## config.mk

```make
export PLATFORM = sky130hd
export DESIGN_NAME = banked_mapper_with_irq_counter_unit
export DESIGN_NICKNAME = d
export VERILOG_FILES = /design/src/hw/rtl/bmic_pkg.sv /design/src/hw/rtl/banked_mapper_with_irq_counter_unit.sv /design/src/hw/rtl/bmic_ctrl.sv /design/src/hw/rtl/bmic_dp.sv
export SDC_FILE = /design/constraint.sdc
export NUM_CORES = 2
export LEC_CHECK = 0
export BUFFER_PORTS_ARGS = -buffer_cell sky130_fd_sc_hd__buf_2
export CORE_MARGIN = 1
export CORE_UTILIZATION = 56
export DETAILED_ROUTE_END_ITERATION = 6
export GPL_TIMING_DRIVEN = 0
export PLACE_DENSITY = 0.86
export SETUP_SLACK_MARGIN = 0.5
export SYNTH_ARGS = -nofsm -noshare
export SYNTH_HDL_FRONTEND = slang
export SYNTH_SLANG_ARGS = --single-unit
```

## constraint.sdc

```tcl
create_clock -name clock -period 5.2 [get_ports clock]
set_input_delay 1.04 -clock clock [delete_from_list [all_inputs] [get_ports clock]]
set_output_delay 1.04 -clock clock [all_outputs]
set_load 0.02 [all_outputs]
```

## src/hw/rtl/bmic_pkg.sv

```systemverilog
// ----------------------------------------------------------------------------
// bmic_pkg: shared types and constants
// Op codes, targets, csr indexes and controller/datapath command and status structs.
// ----------------------------------------------------------------------------
package bmic_pkg;

   typedef enum logic [2:0] {
      OP_CPU_RD = 3'd0,
      OP_CPU_WR = 3'd1,
      OP_PPU_RD = 3'd2,
      OP_PPU_WR = 3'd3,
      OP_TICK   = 3'd4,
      OP_INIT   = 3'd5,
      OP_RSV6   = 3'd6,
      OP_RSV7   = 3'd7
   } op_type;

   typedef enum logic [2:0] {
      TGT_NONE = 3'd0,
      TGT_PRG  = 3'd1,
      TGT_CHR  = 3'd2,
      TGT_NT   = 3'd3,
      TGT_REG  = 3'd4
   } target_type;

   localparam logic [1:0] CSR_PRG_COUNT = 2'd0;
   localparam logic [1:0] CSR_CHR_COUNT = 2'd1;
   localparam logic [1:0] CSR_CHR_WR    = 2'd2;
   localparam logic [1:0] CSR_MIRROR_H  = 2'd3;

   localparam logic [14:0] IRQ_TOP = 15'h7FFF;

   // controller -> datapath
   typedef struct packed {
      logic load;     // capture the request word
      logic clear;    // sweep step of RAM clear
      logic execute;  // perform the access, compute result
      logic emit;     // present result strobe
   } cmd_type;

   // datapath -> controller
   typedef struct packed {
      logic clear_done;
      logic init_req;
      logic mod_done;
   } status_type;

endpackage

```

## src/hw/rtl/banked_mapper_with_irq_counter_unit.sv

```systemverilog
// ----------------------------------------------------------------------------
// banked_mapper_with_irq_counter_unit: bank-switching mapper top level
// After reset the block clears its 128-byte sound RAM (busy high meanwhile)
// and does the same after every init word. Each word is taken when start is
// high and busy low; its result is strobed on rsp_valid for one cycle, while
// the block is in its emit state, and the next word can be taken only once
// the block is back in idle: bit-serial bank modulo (setup plus 9 steps),
// then execute, emit and a return to idle, where start is sampled.
// The receiver cannot stall: results must be taken when strobed.
// ----------------------------------------------------------------------------
module banked_mapper_with_irq_counter_unit
   import bmic_pkg::*;
(
   input  logic        clock,
   input  logic        reset,
   input  logic        start,
   output logic        busy,
   input  logic [2:0]  req_op,
   input  logic [15:0] req_bus_address,
   input  logic [7:0]  req_write_data,
   input  logic [7:0]  req_tick_cycles,
   output logic        rsp_valid,
   output logic [2:0]  rsp_target,
   output logic [18:0] rsp_mem_offset,
   output logic        rsp_mem_write,
   output logic [7:0]  rsp_read_data,
   output logic        rsp_prg_ram_write_ok,
   output logic        rsp_irq_line,
   input  logic        psel,
   input  logic        penable,
   input  logic        pwrite,
   input  logic [3:0]  paddr,
   input  logic [31:0] pwdata,
   output logic [31:0] prdata,
   output logic        pready
);

   logic [6:0] prg_cnt_ff;
   logic [8:0] chr_cnt_ff;
   logic       chr_wr_ff, mirror_ff;

   assign pready = 1'b1;
   wire csr_we = psel && penable && pwrite;

   // configuration registers
   always_ff @(posedge clock) begin
      if (reset) begin
         prg_cnt_ff <= 7'd64;
         chr_cnt_ff <= 9'd256;
         chr_wr_ff  <= 1'b0;
         mirror_ff  <= 1'b0;
      end else if (csr_we && paddr[1:0] == 2'b00) begin
         unique case (paddr[3:2])
            CSR_PRG_COUNT: prg_cnt_ff <= pwdata[6:0];
            CSR_CHR_COUNT: chr_cnt_ff <= pwdata[8:0];
            CSR_CHR_WR:    chr_wr_ff  <= pwdata[0];
            CSR_MIRROR_H:  mirror_ff  <= pwdata[0];
            default: ;
         endcase
      end
   end

   always_comb begin
      prdata = '0;
      unique case (paddr[3:2])
         CSR_PRG_COUNT: prdata = {25'd0, prg_cnt_ff};
         CSR_CHR_COUNT: prdata = {23'd0, chr_cnt_ff};
         CSR_CHR_WR:    prdata = {31'd0, chr_wr_ff};
         CSR_MIRROR_H:  prdata = {31'd0, mirror_ff};
         default: ;
      endcase
   end

   cmd_type    cmd;
   status_type status;

   bmic_ctrl u_ctrl (
      .clock, .reset, .start, .status, .cmd, .busy
   );

   bmic_dp u_dp (
      .clock, .reset, .cmd, .status,
      .req_op, .req_bus_address, .req_write_data, .req_tick_cycles,
      .prg_bank_count(prg_cnt_ff), .chr_bank_count(chr_cnt_ff),
      .chr_is_writable(chr_wr_ff), .mirror_horizontal(mirror_ff),
      .rsp_valid, .rsp_target, .rsp_mem_offset, .rsp_mem_write,
      .rsp_read_data, .rsp_prg_ram_write_ok, .rsp_irq_line
   );

endmodule

```

## src/hw/rtl/bmic_ctrl.sv

```systemverilog
// ----------------------------------------------------------------------------
// bmic_ctrl: sequencer
// Runs the RAM clear sweep, then load, modulo wait, execute and emit per word.
// ----------------------------------------------------------------------------
module bmic_ctrl
   import bmic_pkg::*;
(
   input  logic       clock,
   input  logic       reset,
   input  logic       start,
   input  status_type status,
   output cmd_type    cmd,
   output logic       busy
);

   typedef enum logic [4:0] {
      ST_CLEAR = 5'b00001,
      ST_IDLE  = 5'b00010,
      ST_MOD   = 5'b00100,
      ST_EXEC  = 5'b01000,
      ST_EMIT  = 5'b10000
   } state_type;

   state_type state_ff, state_in;

   // next state
   always_comb begin
      state_in = state_ff;
      unique case (state_ff)
         ST_CLEAR: if (status.clear_done) state_in = ST_IDLE;
         ST_IDLE:  if (start) state_in = ST_MOD;
         ST_MOD:   if (status.mod_done) state_in = ST_EXEC;
         ST_EXEC:  state_in = ST_EMIT;
         ST_EMIT:  state_in = status.init_req ? ST_CLEAR : ST_IDLE;
         default:  state_in = ST_IDLE;
      endcase
   end

   always_ff @(posedge clock) begin
      if (reset) state_ff <= ST_CLEAR;
      else       state_ff <= state_in;
   end

   assign busy        = (state_ff != ST_IDLE);
   assign cmd.load    = (state_ff == ST_IDLE) && start;
   assign cmd.clear   = (state_ff == ST_CLEAR);
   assign cmd.execute = (state_ff == ST_EXEC);
   assign cmd.emit    = (state_ff == ST_EMIT);

   // a word is taken only when idle
   a_load_idle: assert property (@(posedge clock) disable iff (reset)
      cmd.load |=> state_ff == ST_MOD) else $error("load left wrong state");
   a_emit_after_exec: assert property (@(posedge clock) disable iff (reset)
      cmd.emit |-> $past(cmd.execute)) else $error("emit without execute");
   a_onehot: assert property (@(posedge clock) disable iff (reset) $onehot(state_ff))
      else $error("state not one-hot");

endmodule

```

## src/hw/rtl/bmic_dp.sv

```systemverilog
// ----------------------------------------------------------------------------
// bmic_dp: datapath
// Bank/control registers, IRQ counter, sound RAM, bank modulo unit, result.
// ----------------------------------------------------------------------------
module bmic_dp
   import bmic_pkg::*;
(
   input  logic        clock,
   input  logic        reset,
   input  cmd_type     cmd,
   output status_type  status,
   input  logic [2:0]  req_op,
   input  logic [15:0] req_bus_address,
   input  logic [7:0]  req_write_data,
   input  logic [7:0]  req_tick_cycles,
   input  logic [6:0]  prg_bank_count,
   input  logic [8:0]  chr_bank_count,
   input  logic        chr_is_writable,
   input  logic        mirror_horizontal,
   output logic        rsp_valid,
   output logic [2:0]  rsp_target,
   output logic [18:0] rsp_mem_offset,
   output logic        rsp_mem_write,
   output logic [7:0]  rsp_read_data,
   output logic        rsp_prg_ram_write_ok,
   output logic        rsp_irq_line
);

   // captured word
   op_type      op_ff;
   logic [15:0] addr_ff;
   logic [7:0]  wdata_ff, cyc_ff;

   // state
   logic [7:0]  chr_banks_ff [12];
   logic [5:0]  prg_banks_ff [3];
   logic [7:0]  e800_ff, f800_ff;
   logic [14:0] irq_count_ff;
   logic        irq_en_ff, irq_pend_ff;
   logic [6:0]  ptr_ff;
   logic        auto_inc_ff, snd_dis_ff;
   logic [7:0]  sram [128];
   logic [6:0]  clr_idx_ff;

   // modulo unit: restoring remainder, one quotient bit per cycle
   logic [8:0]  rem_ff;
   logic [8:0]  div_ff;
   logic [3:0]  mcnt_ff;
   logic [8:0]  num_ff;

   // PPU address decode
   logic [13:0] p;
   logic [7:0]  ppu_bank;
   logic        internal;
   always_comb begin
      p = addr_ff[13:0];
      if (p >= 14'h3000 && p < 14'h3F00) p = p - 14'h1000;
      if (p < 14'h2000) ppu_bank = chr_banks_ff[{1'b0, p[12:10]}];
      else              ppu_bank = chr_banks_ff[4'd8 + {2'b00, p[11:10]}];
      if (ppu_bank < 8'hE0)       internal = 1'b0;
      else if (p < 14'h1000)      internal = ~e800_ff[6];
      else if (p < 14'h2000)      internal = ~e800_ff[7];
      else                        internal = 1'b1;
   end

   // PRG bank select
   logic [6:0] prg_n;
   logic [1:0] prg_sel;
   logic [6:0] prg_bank;
   always_comb begin
      prg_n   = (prg_bank_count > 7'd64) ? 7'd64 : prg_bank_count;
      prg_sel = addr_ff[14:13];
      prg_bank = (prg_sel == 2'd3) ? prg_n - 7'd1 : {1'b0, prg_banks_ff[prg_sel]};
   end

   wire is_ppu = (op_ff == OP_PPU_RD) || (op_ff == OP_PPU_WR);

   // divider: loaded on the cycle after capture
   logic mod_busy_ff;
   logic [9:0] trial;
   assign trial = {rem_ff, num_ff[8]} - {1'b0, div_ff};
   always_ff @(posedge clock) begin
      if (reset) begin
         mod_busy_ff <= 1'b0;
         mcnt_ff     <= '0;
      end else if (cmd.load) begin
         mod_busy_ff <= 1'b1;
         mcnt_ff     <= 4'd0;
      end else if (mod_busy_ff) begin
         if (mcnt_ff == 4'd0) begin
            rem_ff  <= '0;
            num_ff  <= is_ppu ? {1'b0, ppu_bank} : {2'b00, prg_bank};
            div_ff  <= is_ppu ? chr_bank_count : {2'b00, prg_n};
            mcnt_ff <= 4'd1;
         end else begin
            rem_ff  <= trial[9] ? {rem_ff[7:0], num_ff[8]} : trial[8:0];
            num_ff  <= {num_ff[7:0], 1'b0};
            mcnt_ff <= mcnt_ff + 4'd1;
            if (mcnt_ff == 4'd9) mod_busy_ff <= 1'b0;
         end
      end
   end
   assign status.mod_done = mod_busy_ff && (mcnt_ff == 4'd9);

   // capture
   always_ff @(posedge clock) begin
      if (cmd.load) begin
         op_ff    <= op_type'(req_op);
         addr_ff  <= req_bus_address;
         wdata_ff <= req_write_data;
         cyc_ff   <= req_tick_cycles;
      end
   end

   // PRG-RAM write permission
   logic ok;
   always_comb begin
      ok = 1'b0;
      if (addr_ff[15:13] == 3'b011 && f800_ff[7:4] == 4'h4)
         ok = ~f800_ff[addr_ff[12:11]];
   end

   logic [7:0]  sram_q;
   logic [14:0] head;
   assign head = IRQ_TOP - irq_count_ff;
   wire in48 = addr_ff[15:11] == 5'b01001;
   wire in50 = addr_ff[15:11] == 5'b01010;
   wire in58 = addr_ff[15:11] == 5'b01011;
   wire hi   = addr_ff[15];
   logic [3:0] slot;
   assign slot = addr_ff[14:11];
   wire sram_wr = cmd.execute && op_ff == OP_CPU_WR && in48;

   // sound RAM: clear sweep or write port, registered read
   always_ff @(posedge clock) begin
      if (cmd.clear) sram[clr_idx_ff] <= 8'h00;
      else if (sram_wr) sram[ptr_ff] <= wdata_ff;
      sram_q <= sram[ptr_ff];
   end

   always_ff @(posedge clock) begin
      if (reset || cmd.emit) clr_idx_ff <= '0;
      else if (cmd.clear) clr_idx_ff <= clr_idx_ff + 7'd1;
   end
   assign status.clear_done = cmd.clear && (clr_idx_ff == 7'h7F);

   logic init_ff;
   assign status.init_req = init_ff;

   // state update and result formation
   always_ff @(posedge clock) begin
      if (reset || (cmd.execute && op_ff == OP_INIT)) begin
         for (int i = 0; i < 8; i++) chr_banks_ff[i] <= 8'(i);
         chr_banks_ff[8]  <= 8'hFE;
         chr_banks_ff[9]  <= (mirror_horizontal && !reset) ? 8'hFE : 8'hFF;
         chr_banks_ff[10] <= (mirror_horizontal && !reset) ? 8'hFF : 8'hFE;
         chr_banks_ff[11] <= 8'hFF;
         prg_banks_ff[0] <= 6'd0; prg_banks_ff[1] <= 6'd1; prg_banks_ff[2] <= 6'd2;
         e800_ff <= '0; f800_ff <= '0; irq_count_ff <= '0;
         irq_en_ff <= 1'b0; irq_pend_ff <= 1'b0; ptr_ff <= '0;
         auto_inc_ff <= 1'b0; snd_dis_ff <= 1'b0;
      end else if (cmd.execute) begin
         unique case (op_ff)
            OP_CPU_RD: if (in48 && auto_inc_ff) ptr_ff <= ptr_ff + 7'd1;
            OP_CPU_WR: begin
               if (in48) begin
                  if (auto_inc_ff) ptr_ff <= ptr_ff + 7'd1;
               end else if (in50) begin
                  irq_count_ff[7:0] <= wdata_ff; irq_pend_ff <= 1'b0;
               end else if (in58) begin
                  irq_count_ff[14:8] <= wdata_ff[6:0];
                  irq_en_ff <= wdata_ff[7]; irq_pend_ff <= 1'b0;
               end else if (hi) begin
                  if (slot < 4'd12) chr_banks_ff[slot] <= wdata_ff;
                  else if (slot == 4'd12) begin
                     prg_banks_ff[0] <= wdata_ff[5:0]; snd_dis_ff <= wdata_ff[6];
                  end else if (slot == 4'd13) begin
                     prg_banks_ff[1] <= wdata_ff[5:0]; e800_ff <= wdata_ff;
                  end else if (slot == 4'd14) prg_banks_ff[2] <= wdata_ff[5:0];
                  else begin
                     f800_ff <= wdata_ff; ptr_ff <= wdata_ff[6:0];
                     auto_inc_ff <= wdata_ff[7];
                  end
               end
            end
            OP_TICK: begin
               if (cyc_ff != 8'd0 && irq_en_ff && !irq_pend_ff && irq_count_ff < IRQ_TOP) begin
                  if ({7'd0, cyc_ff} >= head) begin
                     irq_count_ff <= IRQ_TOP; irq_pend_ff <= 1'b1;
                  end else irq_count_ff <= irq_count_ff + {7'd0, cyc_ff};
               end
            end
            default: ;
         endcase
      end
   end

   // result register
   always_ff @(posedge clock) begin
      if (reset) begin
         rsp_valid <= 1'b0;
         init_ff   <= 1'b0;
      end else begin
         rsp_valid <= cmd.execute;
         if (cmd.execute) init_ff <= (op_ff == OP_INIT);
      end
      if (cmd.execute) begin
         rsp_target           <= TGT_NONE;
         rsp_mem_offset       <= '0;
         rsp_mem_write        <= 1'b0;
         rsp_read_data        <= 8'hFF;
         rsp_prg_ram_write_ok <= 1'b0;
         unique case (op_ff)
            OP_CPU_RD: begin
               rsp_prg_ram_write_ok <= ok;
               if (in48) begin
                  rsp_target <= TGT_REG; rsp_read_data <= sram_q;
               end else if (in50) begin
                  rsp_target <= TGT_REG; rsp_read_data <= irq_count_ff[7:0];
               end else if (in58) begin
                  rsp_target <= TGT_REG;
                  rsp_read_data <= {irq_en_ff, irq_count_ff[14:8]};
               end else if (hi && prg_n != 7'd0) begin
                  rsp_target <= TGT_PRG; rsp_read_data <= 8'h00;
                  rsp_mem_offset <= {rem_ff[5:0], addr_ff[12:0]};
               end
            end
            OP_CPU_WR: rsp_prg_ram_write_ok <= ok;
            OP_PPU_RD, OP_PPU_WR: begin
               if (internal) begin
                  rsp_target <= TGT_NT; rsp_read_data <= 8'h00;
                  rsp_mem_offset <= {8'd0, ppu_bank[0], p[9:0]};
                  rsp_mem_write <= (op_ff == OP_PPU_WR);
               end else if (chr_bank_count != 9'd0) begin
                  rsp_target <= TGT_CHR; rsp_read_data <= 8'h00;
                  rsp_mem_offset <= {1'b0, rem_ff[7:0], p[9:0]};
                  rsp_mem_write <= (op_ff == OP_PPU_WR) && chr_is_writable;
               end
            end
            default: ;
         endcase
      end
   end

   assign rsp_irq_line = irq_pend_ff;

   a_pend_sat: assert property (@(posedge clock) disable iff (reset)
      $rose(irq_pend_ff) |-> irq_count_ff == IRQ_TOP) else $error("pending w/o top");
   a_valid_pulse: assert property (@(posedge clock) disable iff (reset)
      rsp_valid |=> !rsp_valid) else $error("double strobe");
   a_exec_mod: assert property (@(posedge clock) disable iff (reset)
      cmd.execute |-> !mod_busy_ff) else $error("execute before modulo");

endmodule

```

# Yosys cells after proc, flatten, opt, wreduce, memory -nomap -nowiden
# Memories as Yosys holds them, arrays and structs flattened. A register that Yosys moved wholly into a read port is not among the register bits.
# Index checks and enable logic that the tools add are counted.
op_classes:
  bitwise: 15
  n_lt_le_gt_ge: 10
  n_mux: 132
  addsub: 9
  reduce_logical: 52
  eq_ne: 44
op_table:
  columns: ["op", "count"]
  rows:
  - ["case mux 32 bit (4 select lines)", 1]
  - ["two-way mux 7 bit", 16]
  - ["two-way mux 19 bit", 5]
  - ["two-way mux 8 bit", 11]
  - ["two-way mux 1 bit", 69]
  - ["two-way mux 15 bit", 3]
  - ["case mux 19 bit (2 select lines)", 1]
  - ["case mux 15 bit (2 select lines)", 1]
  - ["less-than comparator 14 bit (second input constant)", 2]
  - ["case mux 5 bit (5 select lines)", 1]
  - ["inequality test 3 x 2 -> 1 bit (second input constant)", 7]
  - ["equality test 5 x 4 -> 1 bit (second input constant)", 4]
  - ["logical AND 1 bit", 18]
  - ["two-way mux 18 bit", 1]
  - ["two-way mux 6 bit", 3]
  - ["two-way mux 9 bit", 2]
  - ["equality test 4 bit (second input constant)", 4]
  - ["case mux 8 bit (2 select lines)", 1]
  - ["OR reduction 8 bit", 2]
  - ["adder 15 x 8 -> 15 bit", 1]
  - ["greater-or-equal comparator 8 x 15 -> 1 bit", 1]
  - ["less-than comparator 15 bit (second input constant)", 1]
  - ["two-way mux 5 bit", 3]
  - ["subtractor 15 bit (first input constant)", 1]
  - ["55 further kinds", 103]
word_totals:
  input_bits: 77
  n_memories: 3
  ram_bits: 1138
  output_inout_bits: 68
  ff_bits: 172
  word_cells: 297
mem_list:
  columns: ["memory", "depth", "word_bits", "read_ports", "rd_clocked_by_memory_dff", "wr", "line", "source"]
  rows:
  - ["u_dp.sram", 128, 8, 1, 1, 1, "bmic_dp.sv:42", "logic [7:0] sram [128];"]
  - ["u_dp.chr_banks_ff", 12, 8, 2, 0, 12, "bmic_dp.sv:35", "logic [7:0] chr_banks_ff [12];"]
  - ["u_dp.prg_banks_ff", 3, 6, 1, 1, 3, "bmic_dp.sv:36", "logic [5:0] prg_banks_ff [3];"]

# Longest topological paths before layout
logic_depth:
  ltp_word: 14
  ltp_mapped: 11
  ltp_nobuf: 10

# Modules after synthesis
# Synthesis repeated with hierarchy kept, for this count alone.
hier_totals:
  cells_unflattened: 3024
  hier_area_um2: 54243.3
by_module_without_submodules:
  columns: ["mod", "instances", "seq_area_each_um2", "cells_per_inst", "area_each_um2"]
  rows:
  - ["bmic_dp", 1, 38156.6, 2870, 52825.7]
  - ["banked_mapper_with_irq_counter_unit", 1, 360.3, 120, 1136.1]
  - ["bmic_ctrl", 1, 100.1, 34, 281.5]

# Least setup slack after synthesis
# No wires, ideal clock.
synth_timing:
  path_kind: "flip-flop to flip-flop"
  start: "register u_dp.addr_ff[15]"
  end: "memory u_dp.sram[0][0], data pin"
  synth_period_minus_slack_ns: 5.196
  required_time_ns: 4.403
  setup_slack_ns: 0.004
  arrival_time_ns: 4.399
  n_path_buf: 1
  setup_time_ns: 0.797
  stages_incl_launch_ff: 6
  path_cell_list: "edfxtp_1 -> buf_2 -> or3b_4 -> nor4_4 -> inv_2 -> nor2_1"
synth_between:
  elab_chain_cells: 7
synth_rtl:
  columns: ["element", "line", "source"]
  rows:
  - ["start: declaration", "bmic_dp.sv:31", "logic [15:0] addr_ff;"]
  - ["start signal: assignment", "bmic_dp.sv:109", "addr_ff <= req_bus_address;"]
  - ["equality test 5 x 4 -> 1 bit", "bmic_dp.sv:126", "wire in48 = addr_ff[15:11] == 5'b01001;"]
  - ["logical AND 1 bit", "bmic_dp.sv:132", "wire sram_wr = cmd.execute && op_ff == OP_CPU_WR && in48;"]
  - ["two-way mux 1 bit", "bmic_dp.sv:137", "else if (sram_wr) sram[ptr_ff] <= wdata_ff;"]
  - ["two-way mux 1 bit", "bmic_dp.sv:136", "if (cmd.clear) sram[clr_idx_ff] <= 8'h00;"]
  - ["two-way mux 1 bit (not written as such)", "bmic_dp.sv:137", null]
  - ["OR reduction 8 bit (no line)", null, null]
  - ["two-way mux 8 bit (no line)", null, null]
  - ["end: declaration", "bmic_dp.sv:42", null]
# Every way passes these cells.

# Final worst setup path
layout_timing:
  start: "register u_dp.addr_ff[12]"
  end: "memory u_dp.sram[0][0], enable pin"
layout_between:
  elab_chain_cells: 7
  elab_cells_between_ends: 8
  cone_classes: "eq/ne (1); mux (5); reduce/logical (2)"
layout_rtl:
  columns: ["element", "line"]
  rows:
  - ["equality test 5 x 4 -> 1 bit (*)", "bmic_dp.sv:126"]
  - ["logical AND 1 bit (*)", "bmic_dp.sv:132"]
  - ["two-way mux 1 bit (*)", "bmic_dp.sv:137"]
  - ["two-way mux 1 bit (*)", "bmic_dp.sv:136"]
  - ["two-way mux 1 bit (not written as such) (*)", "bmic_dp.sv:137"]
  - ["OR reduction 8 bit (no line)", null]
  - ["two-way mux 7 bit (no line) or two-way mux 1 bit (tied branches)", null]
# Mark *: on every way between the ends. The rest lies on a longest branch, timed or not.

==> results.toml <==
[run_status]
outcome = "finished with violations"
failed_checks = "design-rule violations"

[floorplan]
start_util_pct = 56.8
ios = 145
die_w_um = 313
rows = 113
coreArea_um2 = 95400
dieHeight_um = 313
die_area_um2 = 98100

[timing]
finalHoldViolCount = 0
timing.final.ws_setup_ns = 0.323
final.min_clock_period_ns = 4.88
timing.slew.headroom_pct = 1.80
worstMarginPinSlew_ns = 1.47
finClkSkew_ns = 0.0782
slew_violations = 0
rsz0062_at_grt = "yes"
period_share_pct = 93.8
timing.fmax_ghz = 0.205
setup_viol_count_final = 0

[routing]
final_antenna_net_count = 0
via_per_inst = 7.03
routed_wl_mm = 157
vias = 34100
drtIter0Drc = 5850
drc_errors = 3
drtPass1Iterations = 7
wl_per_cell_um = 32.4

[critical_path]
cp_num_buf_inv = 3
max_stage_delay_ns = 1.02
crit_slowest_cell = "o31ai_1"
endpoint_kind = "flip-flop"
cpLargestDelayFamily = "simple AND/OR/NAND/NOR gates"
cp.required_ns = 5.57
critPathMostFrequentCell = "nand2_1"
critPathMaxFanout = 10
path_cells = "buf_2 -> inv_1 -> nand2_1 -> nor4_4 -> inv_2 -> o31ai_1 -> nand2_1 -> nor2_1"
worstSetupStartpointType = "flip-flop"
arrival_ns = 5.25
path_class = "reg2reg"

[yosys]
ys_types = 89
yosysSeqAreaShare_pct = 71.2
synthesis.area_um2 = 54200
ys_warn_count = 0
synth_top_flop_cell = "edfxtp_1"
yosysTopAreaCellShare_pct = 68.2
yosys.area.top_type = "edfxtp_1"
synth_edf_count = 1232
synth_cells = 3224
synthTopCellsByArea = "edfxtp_1 (68%), mux4_2 (9.7%), dfxtp_1 (3.0%), mux2i_1 (2.9%), nor2_1 (1.8%)"
synth.ff_latch_count = 1313
async_reset_ff_share_pct = 0
avgSynthCellArea_um2 = 16.8

[clock_network]
ctsHtreeMaxLevel = 3
clockBufferDepth = 3
post_cts.repair.setup_buffers = 0
cts_hold_buf = 0
numCtsBuffers = 121
root_buffer = "clkbuf_16"
clk_latency_ns = 0.76
cts_resized = 1
cts.sinks = 1313
cts_tree = "done"
clk_pin_slew_ns = 0.06

[pwr]
power_mw = 21.2
peakVddDrop_uv = 327
power_density_nw_per_um2 = 349
p_leak_nw = 19.3

[finish]
drive_gt1_share_pct = 19.6
multi_input_area_um2 = 14600
seqCellArea_um2 = 38600
nets = 3587
syn2layout_area_growth_pct = 12.0
stdcell_count = 4851
fillers = 6087

[placement]
routabilityCongestion = 0.974
io_buffers = 96
hpwl_mm = 97.3
place_inst = 4619
post-place-ws_ns = 0.317

[global_route]
antenna_found_initial = 5
grt_start_max_net_pins = 97
first_global_vias = 33400
grt_use_met1_pct = 38.2
grt_most_used_layer = "met2"
grt_pass1_wl_mm = 224
grt_use_total_pct = 31.7
grt_use_met3_pct = 9.93
use_met2_pct = 50.2
grt_overflow = 0

[min_path]
hold_class = "reg2reg"

[flow_run]
cap_violations = 0
==> metal layers <==
layer	up-vias	share of wire [%]
li1	13300	-
met5	-	0.015
met3	799	14
met2	3326	47
met4	4	7.4
met1	16700	32
==> state kept, by name, summed over array words and instances (netlist names), 5 cells and up, named ones only <==
signal,cells
u_dp.prg_banks_ff,18
u_dp.div_ff,9
chr_cnt_ff,9
u_dp.clr_idx_ff,7
u_ctrl.state_ff,5
u_dp.sram_q,8
u_dp.num_ff,9
u_dp.f800_ff,8
u_dp.chr_banks_ff,96
u_dp.wdata_ff,8
u_dp.cyc_ff,8
u_dp.rsp_mem_offset,19
prg_cnt_ff,7
u_dp.addr_ff,16
u_dp.irq_count_ff,15
u_dp.sram,1024
u_dp.ptr_ff,7
u_dp.rem_ff,9
u_dp.rsp_read_data,8
==> power breakdown <==
part | internal, mW | switching, mW | leakage (nW)
Sequential | 11.5 | 0.0567 | 11.9
Combinational | 0.183 | 0.502 | 5.50
Clock | 4.88 | 4.04 | 1.91
==> cell type report <==
type	instances	area share [%]
antenna	1	0.00412
buffer	206	1.77
clock buffer	149	5.19
clock inverter	79	1.31
inverter	34	0.212
multi-input combinational	1693	24.0
sequential	1313	63.6
tap	1265	2.61
timing repair buffer	111	1.29
==> stage by stage <==
step / instance area (um2) / utilization [%] / hold slack, ns / setup TNS (ns)
global route: 60700 / 63.6 / 0.488 / 0
floorplan: 54300 / - / 0.436 / 0
finish: 60700 / 63.6 / 0.481 / 0
detailed placement: 56700 / 59.4 / 0.469 / 0
global placement: 56400 / 59.1 / 0.448 / -1123.13
CTS: 60600 / 63.5 / 0.475 / 0
==> cells in the mapped netlist, types with 9 or more instances <==
cell type  instances
nor3_1            44
or3_1             17
mux4_2           234
o21ai_0           83
ha_1              28
inv_1             32
a221oi_1          26
o31ai_1           13
nor2_1           260
o22a_1            12
and2_1            87
dfxtp_1           81
o21a_1            11
buf_1             18
a22oi_1           65
buf_2             45
or2_2             32
edfxtp_1        1232
xor2_1            10
or4_1              9
nor2b_1           20
buf_4             34
clkbuf_1          97
nand4_1           10
nand2b_1          27
o22ai_1           40
a21oi_1           91
buf_6             10
a22o_1            28
nand2_1          148
xnor2_1            9
o211ai_1          16
a211oi_1          15
nand3_1           43
mux2i_1          158
==> worst paths after layout <==
path	from	to	slack, ns	depth (start not counted)
worst max register to register	u_dp.addr_ff[12]	u_dp.sram[0][0]	0.32	8
worst min register to register	u_dp.init_ff	u_dp.init_ff	0.48	2
worst max-delay path	u_dp.addr_ff[12]	u_dp.sram[0][0]	0.32	8
worst min-delay path	u_dp.init_ff	u_dp.init_ff	0.48	2
==> cell usage in the layout (no fill, tap or decap), drive strengths merged, types with 62 or more instances in the layout <==
cell type and n:
a21oi 92, a22oi 65, and2 87, buf 218, clkbuf 246, clkinv 62, dfxtp 81, edfxtp 1232
mux2i 158, mux4 238, nand2 150, nor2 260, o21ai 88
==> worst reg2reg max path, stage by stage, from the launching register on <==
cell	delay [ns]
edfxtp_1	0.43
buf_2	0.25
inv_1	0.28
nand2_1	0.27
nor4_4	0.58
inv_2	0.21
o31ai_1	1.02
nand2_1	0.63
nor2_1	0.86
==> cells by family (layout without fill, tap and decap cells) <==
family | Yosys count | in the layout | synth area share (%)
other | 2 | 25 | 0.0138
and+or+nand+nor | 750 | 750 | 6.77
buffers and inverters | 240 | 579 | 2.19
adders and majority gates | 30 | 30 | 0.720
AOI/OAI and AO/OA | 469 | 469 | 5.86
DFF | 1313 | 1313 | 71.2
xor gates and xnor gates | 19 | 19 | 0.307
muxes | 401 | 401 | 12.9
Power figures use the tool's default switching activity.
